<file path="config.mk">
export PLATFORM = sky130hd
export DESIGN_NAME = tmnp_fifo
export DESIGN_NICKNAME = d
export VERILOG_FILES = /design/src/rtl/tmnp_pkg.sv /design/src/rtl/tmnp_fifo.sv
export SDC_FILE = /design/constraint.sdc
export NUM_CORES = 1
export LEC_CHECK = 0
export ABC_CLOCK_PERIOD_IN_PS = 5660
export BUFFER_PORTS_ARGS = -buffer_cell sky130_fd_sc_hd__buf_4
export CAP_MARGIN = 25
export CORE_UTILIZATION = 55
export CTS_CLUSTER_SIZE = 12
export DETAILED_ROUTE_END_ITERATION = 10
export PLACE_DENSITY = 0.77
export SLEW_MARGIN = 30
export SYNTH_ARGS = -nofsm -noshare
export SYNTH_HDL_FRONTEND = slang
export SYNTH_SLANG_ARGS = --single-unit
</file>
<file path="constraint.sdc">
create_clock -name clk -period 5.66 [get_ports clk]
set_input_delay 0.283 -clock clk [delete_from_list [all_inputs] [get_ports clk]]
set_output_delay 0.283 -clock clk [all_outputs]
set_load 0.01 [all_outputs]
</file>
<file path="src/rtl/tmnp_pkg.sv">
// ----------------------------------------------------------------------------
// tmnp_pkg
// Shared types and constants for the thruster mixer, normalizer and pulse
// width converter.
// ----------------------------------------------------------------------------
package tmnp_pkg;

	// Field and datapath widths
	localparam int EFF_W    = 16;              // one effort field, Q2.14
	localparam int VAL_W    = 18;              // one mixed value, signed
	localparam int MAG_W    = 17;              // magnitudes, largest value, quotient
	localparam int FRAC_W   = 14;              // fraction bits of Q2.14
	localparam int GAIN_W   = 15;
	localparam int PULSE_W  = 12;
	localparam int SPAN_W   = 11;
	localparam int N_THR    = 8;
	localparam int N_EFF    = 6;
	localparam int DIV_N    = MAG_W;           // one quotient bit per divider stage
	localparam int IN_W     = N_EFF * EFF_W;   // 96
	localparam int OUT_W    = N_THR * PULSE_W; // 96
	localparam int CFG_IDX_W = 3;
	localparam int CFG_DAT_W = GAIN_W;
	localparam int FIFO_DEPTH = 4;
	localparam int FIFO_PTR_W = 2;

	// Largest value at or below this is left unscaled (1.0 in Q2.14)
	localparam logic [MAG_W-1:0] ONE_Q14 = MAG_W'(16384);

	// Register indexes
	localparam logic [CFG_IDX_W-1:0] REG_ROTATE_GAIN  = 3'd0;
	localparam logic [CFG_IDX_W-1:0] REG_PULSE_CENTER = 3'd1;
	localparam logic [CFG_IDX_W-1:0] REG_PULSE_SPAN   = 3'd2;
	localparam logic [CFG_IDX_W-1:0] REG_PULSE_MIN    = 3'd3;
	localparam logic [CFG_IDX_W-1:0] REG_PULSE_MAX    = 3'd4;

	// Register reset values
	localparam logic [GAIN_W-1:0]  RST_ROTATE_GAIN  = 15'd23170;
	localparam logic [PULSE_W-1:0] RST_PULSE_CENTER = 12'd1500;
	localparam logic [SPAN_W-1:0]  RST_PULSE_SPAN   = 11'd400;
	localparam logic [PULSE_W-1:0] RST_PULSE_MIN    = 12'd1100;
	localparam logic [PULSE_W-1:0] RST_PULSE_MAX    = 12'd1900;

	typedef logic signed [VAL_W-1:0] val_t;

	typedef struct packed {
		logic [GAIN_W-1:0]  rotate_gain;
		logic [PULSE_W-1:0] pulse_center;
		logic [SPAN_W-1:0]  pulse_span;
		logic [PULSE_W-1:0] pulse_min;
		logic [PULSE_W-1:0] pulse_max;
	} cfg_t;

	// One mixed item handed from the front to the back
	typedef struct packed {
		logic [N_THR-1:0][VAL_W-1:0] v;
		logic [MAG_W-1:0]            m;
		logic                        scaled;
	} mix_t;

endpackage

</file>
<file path="src/rtl/tmnp_fifo.sv">
// ----------------------------------------------------------------------------
// tmnp_fifo
// Short register queue between the mixing front and the scaling back.
// ----------------------------------------------------------------------------
module tmnp_fifo (
	input  logic          clk,
	input  logic          arst_n,
	input  logic          in_valid,
	output logic          in_ready,
	input  tmnp_pkg::mix_t in_data,
	output logic          out_valid,
	input  logic          out_ready,
	output tmnp_pkg::mix_t out_data
);
	import tmnp_pkg::*;

	mix_t                  mem_q [FIFO_DEPTH];
	logic [FIFO_PTR_W-1:0] wr_ptr_q;
	logic [FIFO_PTR_W-1:0] rd_ptr_q;
	logic [FIFO_PTR_W:0]   count_q;
	logic                  push;
	logic                  pop;

	assign in_ready  = (count_q != (FIFO_PTR_W+1)'(FIFO_DEPTH));
	assign out_valid = (count_q != '0);
	assign out_data  = mem_q[rd_ptr_q];
	assign push      = in_valid && in_ready;
	assign pop       = out_valid && out_ready;

	// Store pushed items
	always_ff @(posedge clk) begin
		if (push) begin
			mem_q[wr_ptr_q] <= in_data;
		end
	end

	// Advance pointers and fill count
	always_ff @(posedge clk or negedge arst_n) begin
		if (!arst_n) begin
			wr_ptr_q <= '0;
			rd_ptr_q <= '0;
			count_q  <= '0;
		end else begin
			if (push) wr_ptr_q <= wr_ptr_q + 1'b1;
			if (pop)  rd_ptr_q <= rd_ptr_q + 1'b1;
			if (push && !pop) count_q <= count_q + 1'b1;
			else if (pop && !push) count_q <= count_q - 1'b1;
		end
	end

endmodule

</file>
# After elaboration in Yosys (flattened, before gate mapping)
# Memory sizes are Yosys's and may differ from the RTL's.
# Index checks and enable logic that the tools add are counted.
# word_totals
inputBits,166
romBits,0
ff_bits,7
memories,1
word_cells,21
ram_bits,648
latch_bits,0
# op_classes
eq_ne,1
n_shift,0
addsub,4
order_cmp,0
reduce_logical,8
muxes,4
bitwise_logic,0
mul,0
div_mod_pow,0
# mem_list
name,words,width,read_ports,rd_clocked_by_memory_dff,wr,line_no,source
mem_q,4,162,1,0,1,tmnp_fifo.sv:17,mix_t mem_q [FIFO_DEPTH];
# op_table
cell,count
$mux 3,2
$add 2x1->2 const B,2
$logic_and 1x1->1,4
$add 3x1->3 const B,1
$ne 3x3->1 const B,1
$reduce_bool 3->1,1
$sub 3x1->3 const B,1
$logic_not 1->1,2
$mux 1,2
$reduce_bool 2->1,1

# Longest topological paths before layout
# depth
ltp_word,6
ltp_mapped,8
depth_no_buf,8

# Least setup slack after synthesis
# OpenSTA, ideal clock, no wires.
# synth_path
path_type,flip-flop to flip-flop
startpoint,register count_q[0]
endpoint,memory mem_q[2][0] (netlist name) (enable)
synth_period_minus_slack_ps,5021
path_buffers,0
arrival_time_ps,4480
path_stages_with_launch,4
path_slack_ps,639
path_cell_list,dfrtp_1 nor2_1 a21boi_2 and2_1
# synth_via
elab_chain_len,4
# synth_rtl
element,line_no,source
from (decl),tmnp_fifo.sv:20,logic [FIFO_PTR_W:0] count_q;
from (signal assigned),tmnp_fifo.sv:46,if (push && !pop) count_q <= count_q + 1'b1;
from (signal assigned),tmnp_fifo.sv:47,else if (pop && !push) count_q <= count_q - 1'b1;
$ne 3x3->1,tmnp_fifo.sv:24,assign in_ready = (count_q != (FIFO_PTR_W+1)'(FIFO_DEPTH));
$logic_and 1x1->1,tmnp_fifo.sv:27,assign push = in_valid && in_ready;
via push,tmnp_fifo.sv:21,logic push;
$mux 1,tmnp_fifo.sv:32,if (push) begin
$mux 1 (not written as such),tmnp_fifo.sv:33,mem_q[wr_ptr_q] <= in_data;
to (decl),tmnp_fifo.sv:17,
# The timed path passes the listed nets, and every way through them passes these cells.

==> impl_metrics.sql <==
INSERT INTO impl_metrics (metric_group, metric, value, unit) VALUES
('die', 'dieHeight', '210', 'um'),
('sta', 'drv_slew', '0', ''),
('hold_path', 'timing.hold.worst.class', 'input pin to async pin', ''),
('sta', 'timing.slew.headroom', '0.343', ''),
('clock_network', 'tritoncts.num_buffers', '66', ''),
('cells_and_area', 'utilization', '0.720', ''),
('sta', 'fin_skew', '0.0124', 'ns'),
('drt', 'routed-wl-met3', '3770', 'um'),
('clock_network', 'clkTransAtPathRegs', '0.06', 'ns'),
('clock_network', 'clock_tree.buffer_depth', '3', ''),
('die', 'initial_utilization', '0.562', ''),
('drt', 'drc', '0', ''),
('run', 'maxcap_violations', '0', ''),
('critical_path', 'timing.rr.start', 'count_q[0]', ''),
('yosys', 'syn_avg_cell_area', '27.0', 'um2'),
('drt', 'top_layer', 'met5', ''),
('grt', 'grt_first_pass_wirelength', '73000', 'um'),
('drt', 'vias_per_cell', '5.57', ''),
('clock_network', 'clock_tree_from_tritoncts', 'built', ''),
('drt', 'ant_nets', '0', ''),
('grt', 'grt_antenna_before_repair', '4', ''),
('die', 'io_pins', '330', ''),
('critical_path', 'r2r_setup_slack', '2.92', 'ns'),
('sta', 'timing.final.hold_violations', '0', ''),
('grt', 'grt_max_degree', '111', ''),
('yosys', 'synth_commonest_cells', '648 x edfxtp_1, 162 x mux4_2, 15 x buf_2, 10 x buf_6, 8 x buf_4', ''),
('critical_path', 'worstSetupEndpointType', 'output port', ''),
('cells_and_area', 'finish.instance_area', '0.0305', 'mm2'),
('sta', 'worst_tran_pin_value', '0.985', 'ns'),
('grt', 'gr-total-overflow', '0', ''),
('power', 'design_power', '15500', 'uW'),
('drt', 'drt-initial-drc-count', '832', ''),
('drt', 'drtPass1Iterations', '5', ''),
('power', 'p_per_area', '509', 'mW/mm2'),
('clock_network', 'htreeDepth', '3', ''),
('placed_design', 'place_area', '0.0269', 'mm2'),
('power', 'worst_ir_drop_vdd', '0.400', 'mV'),
('critical_path', 'worst-path-max-fanout', '87', ''),
('yosys', 'yosys.cell_types.count', '20', ''),
('sta', 'layout_worst_path_cycle_share', '0.575', ''),
('yosys', 'ys.flop_type', 'edfxtp_1', ''),
('sta', 'fmax', '307', 'MHz'),
('sta', 'setup_repair_after_global_routing_missed_its_margin', 'no', ''),
('die', 'rows', '75', ''),
('critical_path', 'timing_worst_setup_path_type', 'flip-flop to output port', ''),
('critical_path', 'worst_r2r_path_depth', '4', ''),
('yosys', 'number_of_synthesized_flops_with_an_enable_pin', '648', ''),
('critical_path', 'cp_data_arrival_time', '2.97', 'ns'),
('critical_path', 'worstSetupStartpoint', 'rd_ptr_q[0]', ''),
('yosys', 'ys_seq_area_frac', '0.826', ''),
('die', 'core_area', '0.0423', 'mm2'),
('sta', 'count_of_final_setup_violators', '0', ''),
('die', 'fp.dieW', '210', 'um'),
('clock_network', 'clock_sinks', '655', ''),
('yosys', 'yosys_register_bits', '655', ''),
('run_status', 'run_status', 'complete, no violations', ''),
('yosys', 'netlist_area', '0.0238', 'mm2'),
('die', 'dieArea', '0.0441', 'mm2'),
('grt', 'number_of_global_route_vias_before_repair', '12200', ''),
('drt', 'routed_wl', '48100', 'um'),
('drt', 'routedLengthMet1', '18900', 'um'),
('critical_path', 'wp_data_required', '5.38', 'ns'),
('cells_and_area', 'syn_to_final_growth', '28.1', '%'),
('drt', 'detailroute.via_count', '11300', ''),
('sta', 'totalNegativeSetupSlack', '0', 'ns'),
('critical_path', 'crit-reg2reg-capture', 'mem_q[1][74]', ''),
('sta', 'final.min_clock_period', '3.25', 'ns'),
('placed_design', 'finalWeightedCongestion', '0.727', ''),
('cells_and_area', 'finalNetCount', '1590', ''),
('yosys', 'yosys.cell_count.top_type', 'edfxtp_1', ''),
('yosys', 'ys_warn_count', '0', '');
## layout make-up
type | instances | area, um2
repair buffers | 505 | 4320
clock inverters | 8 | 92.6
fillers | 2334 | 11900
flip-flops and latches | 655 | 19600
well taps | 577 | 722
inverters | 3 | 11.3
diodes | 2 | 5.00
clock buffers | 84 | 1790
multi-input cells | 187 | 3880
## state kept, by name, summed over array words and instances, names as in the netlist
| register | cells |
|---|---|
| count_q | 3 |
| rd_ptr_q | 2 |
| wr_ptr_q | 2 |
| mem_q | 648 |
## per-layer routing
metal,vias to the layer above,track usage
met5,-,0
met3,75,0.0654
met2,411,0.366
li1,4886,-
met4,4,0.0748
met1,5874,0.291
## per-stage QoR
step                cells  hold WS, ns  worst slack (ns)
global route         2021       0.0697              2.19
floorplan             881      -0.0126             0.639
detailed placement   1763        0.105              2.94
CTS                  2019       0.0508              2.33
global placement     1761       0.0993              2.92
finish               2021       0.0903              2.41
## repair_timing
| action | CTS | global route |
|---|---|---|
| setup buffers | 0 | 0 |
| resized for setup | 0 | 0 |
| hold buffers | 164 | 0 |
| hold endpoints to repair | 656 | 0 |
## worst max-delay path by stage
| stage | slack (ns) | endpoint |
|---|---|---|
| 2_1_floorplan | 0.64 | mem_q[2][0] |
| 3_3_place_gp | 2.92 | out_data[79] |
| 3_5_place_dp | 2.94 | mem_q[1][86] |
| 4_1_cts | 2.33 | out_data[104] |
| 5_1_grt | 2.19 | out_data[79] |
| 6_report | 2.41 | out_data[13] |
## power breakdown
part	internal, uW	switching (uW)
logic	2420	2420
registers	6420	318
clock network	2290	1650
total	11100	4390
## placed cells by master (no fill, tap or decap), types with 3 or more instances in the layout
cell           count
and2_4             4
buf_12             6
buf_4            333
clkbuf_1          14
clkbuf_16         69
clkinv_1           4
dfrtp_1            5
dlygate4sd3_1    164
edfxtp_1         648
ha_1               5
inv_1              3
mux4_2           162
xnor2_1            4
## critical path: stages (launching register included)
cell and delay, ns:
dfrtp_4 0.87, buf_12 0.55, mux4_2 0.61, buf_4 0.17
## logic make-up after synthesis
logic type | Yosys count | share of synthesized area
flip-flops | 655 | 0.826
multiplexers | 164 | 0.154
buffers and inverters | 39 | 0.0114
AND/OR/NAND/NOR | 10 | 0.00216
XOR/XNOR | 6 | 0.00221
adder cells (fa/ha/maj) | 6 | 0.00347
AO/OA/AOI/OAI | 1 | 0.000474
Note: power is estimated with default switching activity, not from simulation.
