### config.mk
export PLATFORM = sky130hd
export DESIGN_NAME = tmnp_front
export DESIGN_NICKNAME = d
export VERILOG_FILES = /design/src/rtl/tmnp_pkg.sv /design/src/rtl/tmnp_front.sv
export SDC_FILE = /design/constraint.sdc
export NUM_CORES = 2
export LEC_CHECK = 0
export BUFFER_PORTS_ARGS = -buffer_cell sky130_fd_sc_hd__buf_2
export CORE_MARGIN = 3
export CORE_UTILIZATION = 30
export CTS_CLUSTER_DIAMETER = 50
export DETAILED_ROUTE_END_ITERATION = 16
export PLACE_DENSITY_LB_ADDON = 0.12
export SYNTH_ARGS = -nofsm -noshare
export SYNTH_HDL_FRONTEND = slang
export SYNTH_SLANG_ARGS = --single-unit
### constraint.sdc
create_clock -name clk -period 18.6 [get_ports clk]
set_clock_uncertainty 0.05 [all_clocks]
set_input_delay 0.93 -clock clk [delete_from_list [all_inputs] [get_ports clk]]
set_output_delay 0.93 -clock clk [all_outputs]
set_load 0.01 [all_outputs]
### src/rtl/tmnp_pkg.sv
// ----------------------------------------------------------------------------
// tmnp_pkg
// Shared types and constants for the thruster mixer, normalizer and pulse
// width converter.
// ----------------------------------------------------------------------------
package tmnp_pkg;

	// Field and datapath widths
	localparam int EFF_W    = 16;              // one effort field, Q2.14
	localparam int VAL_W    = 18;              // one mixed value, signed
	localparam int MAG_W    = 17;              // magnitudes, largest value, quotient
	localparam int FRAC_W   = 14;              // fraction bits of Q2.14
	localparam int GAIN_W   = 15;
	localparam int PULSE_W  = 12;
	localparam int SPAN_W   = 11;
	localparam int N_THR    = 8;
	localparam int N_EFF    = 6;
	localparam int DIV_N    = MAG_W;           // one quotient bit per divider stage
	localparam int IN_W     = N_EFF * EFF_W;   // 96
	localparam int OUT_W    = N_THR * PULSE_W; // 96
	localparam int CFG_IDX_W = 3;
	localparam int CFG_DAT_W = GAIN_W;
	localparam int FIFO_DEPTH = 4;
	localparam int FIFO_PTR_W = 2;

	// Largest value at or below this is left unscaled (1.0 in Q2.14)
	localparam logic [MAG_W-1:0] ONE_Q14 = MAG_W'(16384);

	// Register indexes
	localparam logic [CFG_IDX_W-1:0] REG_ROTATE_GAIN  = 3'd0;
	localparam logic [CFG_IDX_W-1:0] REG_PULSE_CENTER = 3'd1;
	localparam logic [CFG_IDX_W-1:0] REG_PULSE_SPAN   = 3'd2;
	localparam logic [CFG_IDX_W-1:0] REG_PULSE_MIN    = 3'd3;
	localparam logic [CFG_IDX_W-1:0] REG_PULSE_MAX    = 3'd4;

	// Register reset values
	localparam logic [GAIN_W-1:0]  RST_ROTATE_GAIN  = 15'd23170;
	localparam logic [PULSE_W-1:0] RST_PULSE_CENTER = 12'd1500;
	localparam logic [SPAN_W-1:0]  RST_PULSE_SPAN   = 11'd400;
	localparam logic [PULSE_W-1:0] RST_PULSE_MIN    = 12'd1100;
	localparam logic [PULSE_W-1:0] RST_PULSE_MAX    = 12'd1900;

	typedef logic signed [VAL_W-1:0] val_t;

	typedef struct packed {
		logic [GAIN_W-1:0]  rotate_gain;
		logic [PULSE_W-1:0] pulse_center;
		logic [SPAN_W-1:0]  pulse_span;
		logic [PULSE_W-1:0] pulse_min;
		logic [PULSE_W-1:0] pulse_max;
	} cfg_t;

	// One mixed item handed from the front to the back
	typedef struct packed {
		logic [N_THR-1:0][VAL_W-1:0] v;
		logic [MAG_W-1:0]            m;
		logic                        scaled;
	} mix_t;

endpackage

### src/rtl/tmnp_front.sv
// ----------------------------------------------------------------------------
// tmnp_front
// Accepts effort items, mixes them into eight thruster values and finds the
// largest positive value, which decides whether the item needs scaling.
// ----------------------------------------------------------------------------
module tmnp_front (
	input  logic                          clk,
	input  logic                          arst_n,
	input  tmnp_pkg::cfg_t                cfg,
	input  logic                          in_valid,
	output logic                          in_ready,
	input  logic [tmnp_pkg::IN_W-1:0]     in_data,
	output logic                          q_valid,
	input  logic                          q_ready,
	output tmnp_pkg::mix_t                q_data
);
	import tmnp_pkg::*;

	logic en;

	// Stage 1: sums and vertical mix
	logic                     vld_s1;
	logic signed [EFF_W:0]    sum_s1;
	logic signed [EFF_W:0]    dif_s1;
	logic signed [EFF_W-1:0]  yaw_s1;
	val_t                     vert_s1 [4];

	// Stage 2: rotation products
	logic                     vld_s2;
	logic signed [32:0]       pa_s2;
	logic signed [32:0]       pb_s2;
	logic signed [EFF_W-1:0]  yaw_s2;
	val_t                     vert_s2 [4];

	// Stage 3: all eight values
	logic                     vld_s3;
	val_t                     v_s3 [N_THR];

	// Stage 4: classified item
	logic                     vld_s4;
	mix_t                     mix_s4;

	logic signed [EFF_W-1:0] surge, sway, heave, pitch, roll, yaw;
	val_t hv, pv, rv;
	logic signed [32:0] pa_adj, pb_adj;
	val_t a_v, b_v, y_v;
	val_t mx;
	mix_t mix_d;

	assign en       = !vld_s4 || q_ready;
	assign in_ready = en;
	assign q_valid  = vld_s4;
	assign q_data   = mix_s4;

	assign surge = in_data[0*EFF_W +: EFF_W];
	assign sway  = in_data[1*EFF_W +: EFF_W];
	assign heave = in_data[2*EFF_W +: EFF_W];
	assign pitch = in_data[3*EFF_W +: EFF_W];
	assign roll  = in_data[4*EFF_W +: EFF_W];
	assign yaw   = in_data[5*EFF_W +: EFF_W];
	assign hv    = VAL_W'(heave);
	assign pv    = VAL_W'(pitch);
	assign rv    = VAL_W'(roll);

	// Round rotation products toward zero, then add yaw
	assign pa_adj = pa_s2 + (pa_s2[32] ? 33'sd32767 : 33'sd0);
	assign pb_adj = pb_s2 + (pb_s2[32] ? 33'sd32767 : 33'sd0);
	assign a_v    = val_t'(pa_adj >>> 15);
	assign b_v    = val_t'(pb_adj >>> 15);
	assign y_v    = VAL_W'(yaw_s2);

	// Find the largest value, counting from zero upward
	always_comb begin
		mx = '0;
		for (int i = 0; i < N_THR; i++) begin
			if (v_s3[i] > mx) mx = v_s3[i];
		end
		for (int i = 0; i < N_THR; i++) begin
			mix_d.v[i] = v_s3[i];
		end
		mix_d.m      = mx[MAG_W-1:0];
		mix_d.scaled = (mx[MAG_W-1:0] > ONE_Q14);
	end

	// Valid chain
	always_ff @(posedge clk or negedge arst_n) begin
		if (!arst_n) begin
			vld_s1 <= 1'b0;
			vld_s2 <= 1'b0;
			vld_s3 <= 1'b0;
			vld_s4 <= 1'b0;
		end else if (en) begin
			vld_s1 <= in_valid;
			vld_s2 <= vld_s1;
			vld_s3 <= vld_s2;
			vld_s4 <= vld_s3;
		end
	end

	// Datapath registers
	always_ff @(posedge clk) begin
		if (en) begin
			sum_s1     <= (EFF_W+1)'(surge) + (EFF_W+1)'(sway);
			dif_s1     <= (EFF_W+1)'(surge) - (EFF_W+1)'(sway);
			yaw_s1     <= yaw;
			vert_s1[0] <= hv - pv + rv;
			vert_s1[1] <= hv - pv - rv;
			vert_s1[2] <= hv + pv + rv;
			vert_s1[3] <= hv + pv - rv;

			pa_s2   <= 33'($signed({1'b0, cfg.rotate_gain})) * 33'(sum_s1);
			pb_s2   <= 33'($signed({1'b0, cfg.rotate_gain})) * 33'(dif_s1);
			yaw_s2  <= yaw_s1;
			vert_s2 <= vert_s1;

			v_s3[0] <= b_v - y_v;
			v_s3[1] <= a_v + y_v;
			v_s3[2] <= a_v - y_v;
			v_s3[3] <= b_v + y_v;
			v_s3[4] <= vert_s2[0];
			v_s3[5] <= vert_s2[1];
			v_s3[6] <= vert_s2[2];
			v_s3[7] <= vert_s2[3];

			mix_s4 <= mix_d;
		end
	end

endmodule

# Word level (Yosys, flattened, before mapping)
# Memories as Yosys holds them, arrays and structs flattened.
# Index checks and enable logic that the tools add are counted.
[op_classes] add_sub_neg=14 multipliers=2 order_cmp=9 muxes=12 reduce_logical=2
[op_table] operator="$gt 18x18->1" n=7
[op_table] operator="$mux 18" n=7
[op_table] operator="$add 33x16->33" n=2
[op_table] operator="$mul 16x17->33" n=2
[op_table] operator="$add 17x16->18" n=2
[op_table] operator="$add 18x16->18" n=2
[op_table] operator="$sub 17x16->18" n=2
[op_table] operator="$sub 18x16->18" n=2
[op_table] operator="$add 16x16->17" n=2
[op_table] operator="$sub 16x16->17" n=2
[op_table] operator="$mux 15" n=2
[op_table] operator="$gt 18x1->1 const B" n=1
[op_table] operator="$gt 17x15->1 const B" n=1
[op_table] operator="$mux 17" n=1
[op_table] operator="$mux 1" n=2
[op_table] operator="$logic_not 1->1" n=1
[op_table] operator="$logic_or 1x1->1" n=1
[word_totals] register_bits=442 ram_bits=144 inputBits=162 output_inout_bits=164 elab_cells=68 memories=1
[memory_table] memory="v_s3" words=8 width=18 rd=8 rd_ports_with_merged_regs=0 wr=8 line="tmnp_front.sv:37" rtl="val_t v_s3 [N_THR];"

# Longest topological paths before layout
# An unclocked memory read counts as a cell.
[depth] ltp_word=18 depth_mapped=108 ltp_nobuf=100

# Worst setup path after synthesis
# Ideal clock, no wire load.
[synth_path] path_kind="register to register" start="mem v_s3[0][6] in the netlist's numbering" end="reg mix_s4, in the netlist q_data[0] (data pin)" setup_time_ns=0.259 arrival_ns=19.007 required_time_ns=18.291 slack_ns=-0.716 stages_incl_launch_ff=99 n_path_buf=12 period_less_slack_ns=19.316 path_cell_list="edfxtp_1 -> nor4_1 -> nand4_1 -> nor4_1 -> nor2_1 -> nand2_1 -> ha_1 -> nand3_1 -> nor4_2 -> and2_1 -> or2_2 -> nor2_1 -> clkbuf_1 -> clkbuf_1 -> nand2_1 -> o21ai_0 -> inv_1 -> ha_1 -> [63 not listed] -> ha_1 -> nor2b_1 -> o21a_1 -> o21ai_0 -> nand2b_1 -> a21oi_1 -> nor2b_1 -> o21ai_0 -> o211ai_1 -> a21oi_1 -> o21ai_0 -> a31oi_1 -> clkbuf_1 -> clkbuf_1 -> o31ai_1 -> nor3_1 -> nand4_1 -> a211o_1"
[synth_rtl] item="start, declared" line="tmnp_front.sv:37"
[synth_rtl] item="end signal, assigned" line="tmnp_front.sv:125" rtl="mix_s4 <= mix_d;"
[synth_rtl] item="end, declared" line="tmnp_front.sv:41" rtl="mix_t mix_s4;"

==> results.yml <==
global_route:
  antenna_found_initial: 15
  grt_pass1_wl_um: 203700
  grtUsageTotal_pct: 15.32
  grt_pass1_vias: 34810
  grt_start_max_net_pins: 145
  overflow: 0
yosys:
  ys_seq_area_share_pct: 34.24
  synth.area.mux_share_pct: 1.341
  synth-main-ff-cell: "edfxtp_1"
  avgSynthCellArea_um2: 10.80
  synthAdderAreaFrac_pct: 34.00
  synth_edf_count: 568
  synth_top_cell_area_share_pct: 34.04
  yosysTopAreaCell: "edfxtp_1"
  yosysMostFrequentCell: "inv_1"
  ys_warn_count: 0
  synth.area.top_cells: "edfxtp_1, fa_1, ha_1"
  synthCells: 4641
  synthTopCellsByCount: "inv_1, edfxtp_1, fa_1"
  synth_top_family_by_area: "adder cells"
  synth_compound_area_share_pct: 7.171
  yosys.area_share.simple_pct: 10.54
  ys_ff_latch: 572
  synthArstFlopShare_pct: 0.6993
  synthXorXnorAreaFrac_pct: 5.121
  synth_area_um2: 50110
  synthDistinctLibCells: 82
  synth_nets: 5845
floorplan:
  die_area_um2: 172000
  die_w_um: 414.7
  start_util_pct: 30.30
  fp.dieH_um: 414.7
  io_pins: 326
  fp.coreArea_um2: 165400
  rows: 149
clocking:
  clkSinkCount: 572
  worstSkewPairLatency_ns: 0.68
  cts_buffer_depth: 3
  cts-root-buf: "clkbuf_16"
  cts.clk_slew.worst_paths_ns: 0.06
  cts_buffers: 88
  htree_levels: 3
  cts_tree: "done"
routing:
  dr.pass1.iters: 5
  num_vias: 32790
  first_iter_violations: 1568
  vias_per_cell: 4.419
  ant_nets: 0
  avgRoutedWirePerCell_um: 17.73
  wl_um: 131600
  drc: 0
worst_setup_path:
  critical_path_class: "reg -> reg"
  worstSetupStartpointType: "flip-flop"
  cp.required_ns: 18.98
  critPathSlowestCell: "or4_4"
  cpMostUsedCell: "nand4_1"
  crit_fanout: 11
  crit_arrival_ns: 18.01
  setup.worst_path.end_class: "flip-flop"
  slowest_delay_ns: 0.56
run_status:
  status: "complete, no violations"
placed_design:
  hpwl_um: 105900
  placed_cells: 7214
  port_buffers: 278
  gp_congestion: 0.8324
timing:
  worstMarginPinSlew_ns: 1.020
  drv_slew: 0
  setup_viol: 0
  rsz0062_at_grt: "true"
  fmax_ghz: 0.05672
  finalHoldViolCount: 0
  relSlewSlack_pct: 31.97
  fin_crit_sh_pct: 94.79
  min_period_ns: 17.63
final_layout:
  layout.nets: 6359
  drive_gt1_share_pct: 17.12
  layout.cells.non_filler: 7420
  area_delta_synth_final_pct: 19.73
flow_run:
  drv_cap: 0
hold_path:
  hp-class: "reg -> reg"
-- state kept, by name, indices dropped and copies added (netlist names) --
signal and cells:
vld_s3 1, vert_s1 70, sum_s1 17, q_data 158, yaw_s2 16, vld_s1 1
dif_s1 16, pb_s2 32, q_valid 1, vert_s2 70, pa_s2 33, v_s3 140
vld_s2 1, yaw_s1 16
-- path summary, 6_finish.rpt --
check	endpoint	slack, ns	cells after the start	start
min	vert_s2[50]	0.36	0	vert_s1[50]
max in group asynchronous	q_valid	17.84	2	arst_n
max	q_data[0]	0.97	97	v_s3[0][12]
min in group asynchronous	vld_s1	0.54	2	arst_n
min reg2reg	vert_s2[50]	0.36	0	vert_s1[50]
max reg2reg	q_data[0]	0.97	97	v_s3[0][12]
-- stage by stage --
stage          hold WS [ns]  cell area [um^2]  setup slack, ns  utilization [%]  setup TNS (ns)
2_1_floorplan        0.3503             50120           0.1120                -               0
3_3_place_gp         0.3505             55610          -0.5032            33.63         -0.6338
3_5_place_dp         0.3545             55610          -0.7651            33.63          -2.271
4_1_cts              0.2953             58760          0.01282            35.53               0
5_1_grt              0.3322             59990          -0.1496            36.28         -0.1496
6_report             0.3600             60000           0.9690            36.28               0
-- critical path: cells and delay by family, from the launching register on --
family | cells | cell delay [ns]
flip-flops | 1 | 0.42
multiplexers | 4 | 0.92
AO/OA/AOI/OAI | 31 | 5.18
adder cells (fa/ha/maj) | 7 | 1.71
buffers and inverters | 17 | 2.27
AND/OR/NAND/NOR | 38 | 6.78
-- area by class of cell --
cell class / instances / area [um^2]
antenna: 4 / 10.01
clock buffer: 98 / 2261
multi-input combinational: 3073 / 30170
fill: 16620 / 105400
clock inverter: 64 / 764.5
timing repair buffer: 564 / 3685
sequential: 572 / 17160
tap: 2189 / 2739
inverter: 856 / 3216
-- kinds of logic after synthesis --
kind of cell / after synthesis
mux: 63
compound gates: 582
other cells: 1
flops: 572
simple gates: 1085
fa+ha+maj: 1044
buf+inv: 1001
xor+xnor: 293
-- layer usage --
layer | global-route usage [%] | up-vias | routed length [um]
met5 | 0 | - | 0
met4 | 5.308 | 0 | 4005
li1 | - | 16110 | -
met3 | 2.206 | 154 | 5182
met1 | 21.16 | 16020 | 63140
met2 | 24.56 | 504 | 59270
-- placed cells by master (no fill, tap or decap), drive strengths merged, types with 175 or more instances in the layout --
cell type	Yosys	layout
inv	856	871
edfxtp	568	568
buf	12	562
fa	530	530
ha	512	512
nand2	389	389
and2	247	247
nor2	243	245
a21oi	215	215
xnor2	175	175
-- repair_timing --
item	CTS	global route
pin swaps	1	71
gates cloned	2	5
gates resized for setup	17	202
endpoints found under the hold margin	4	0
setup endpoints to repair	18	18
setup buffers	1	31
hold buffers	1	0
Power is not shown: default switching activity piles up to over one toggle a cycle in this logic, so the estimate is an artifact.
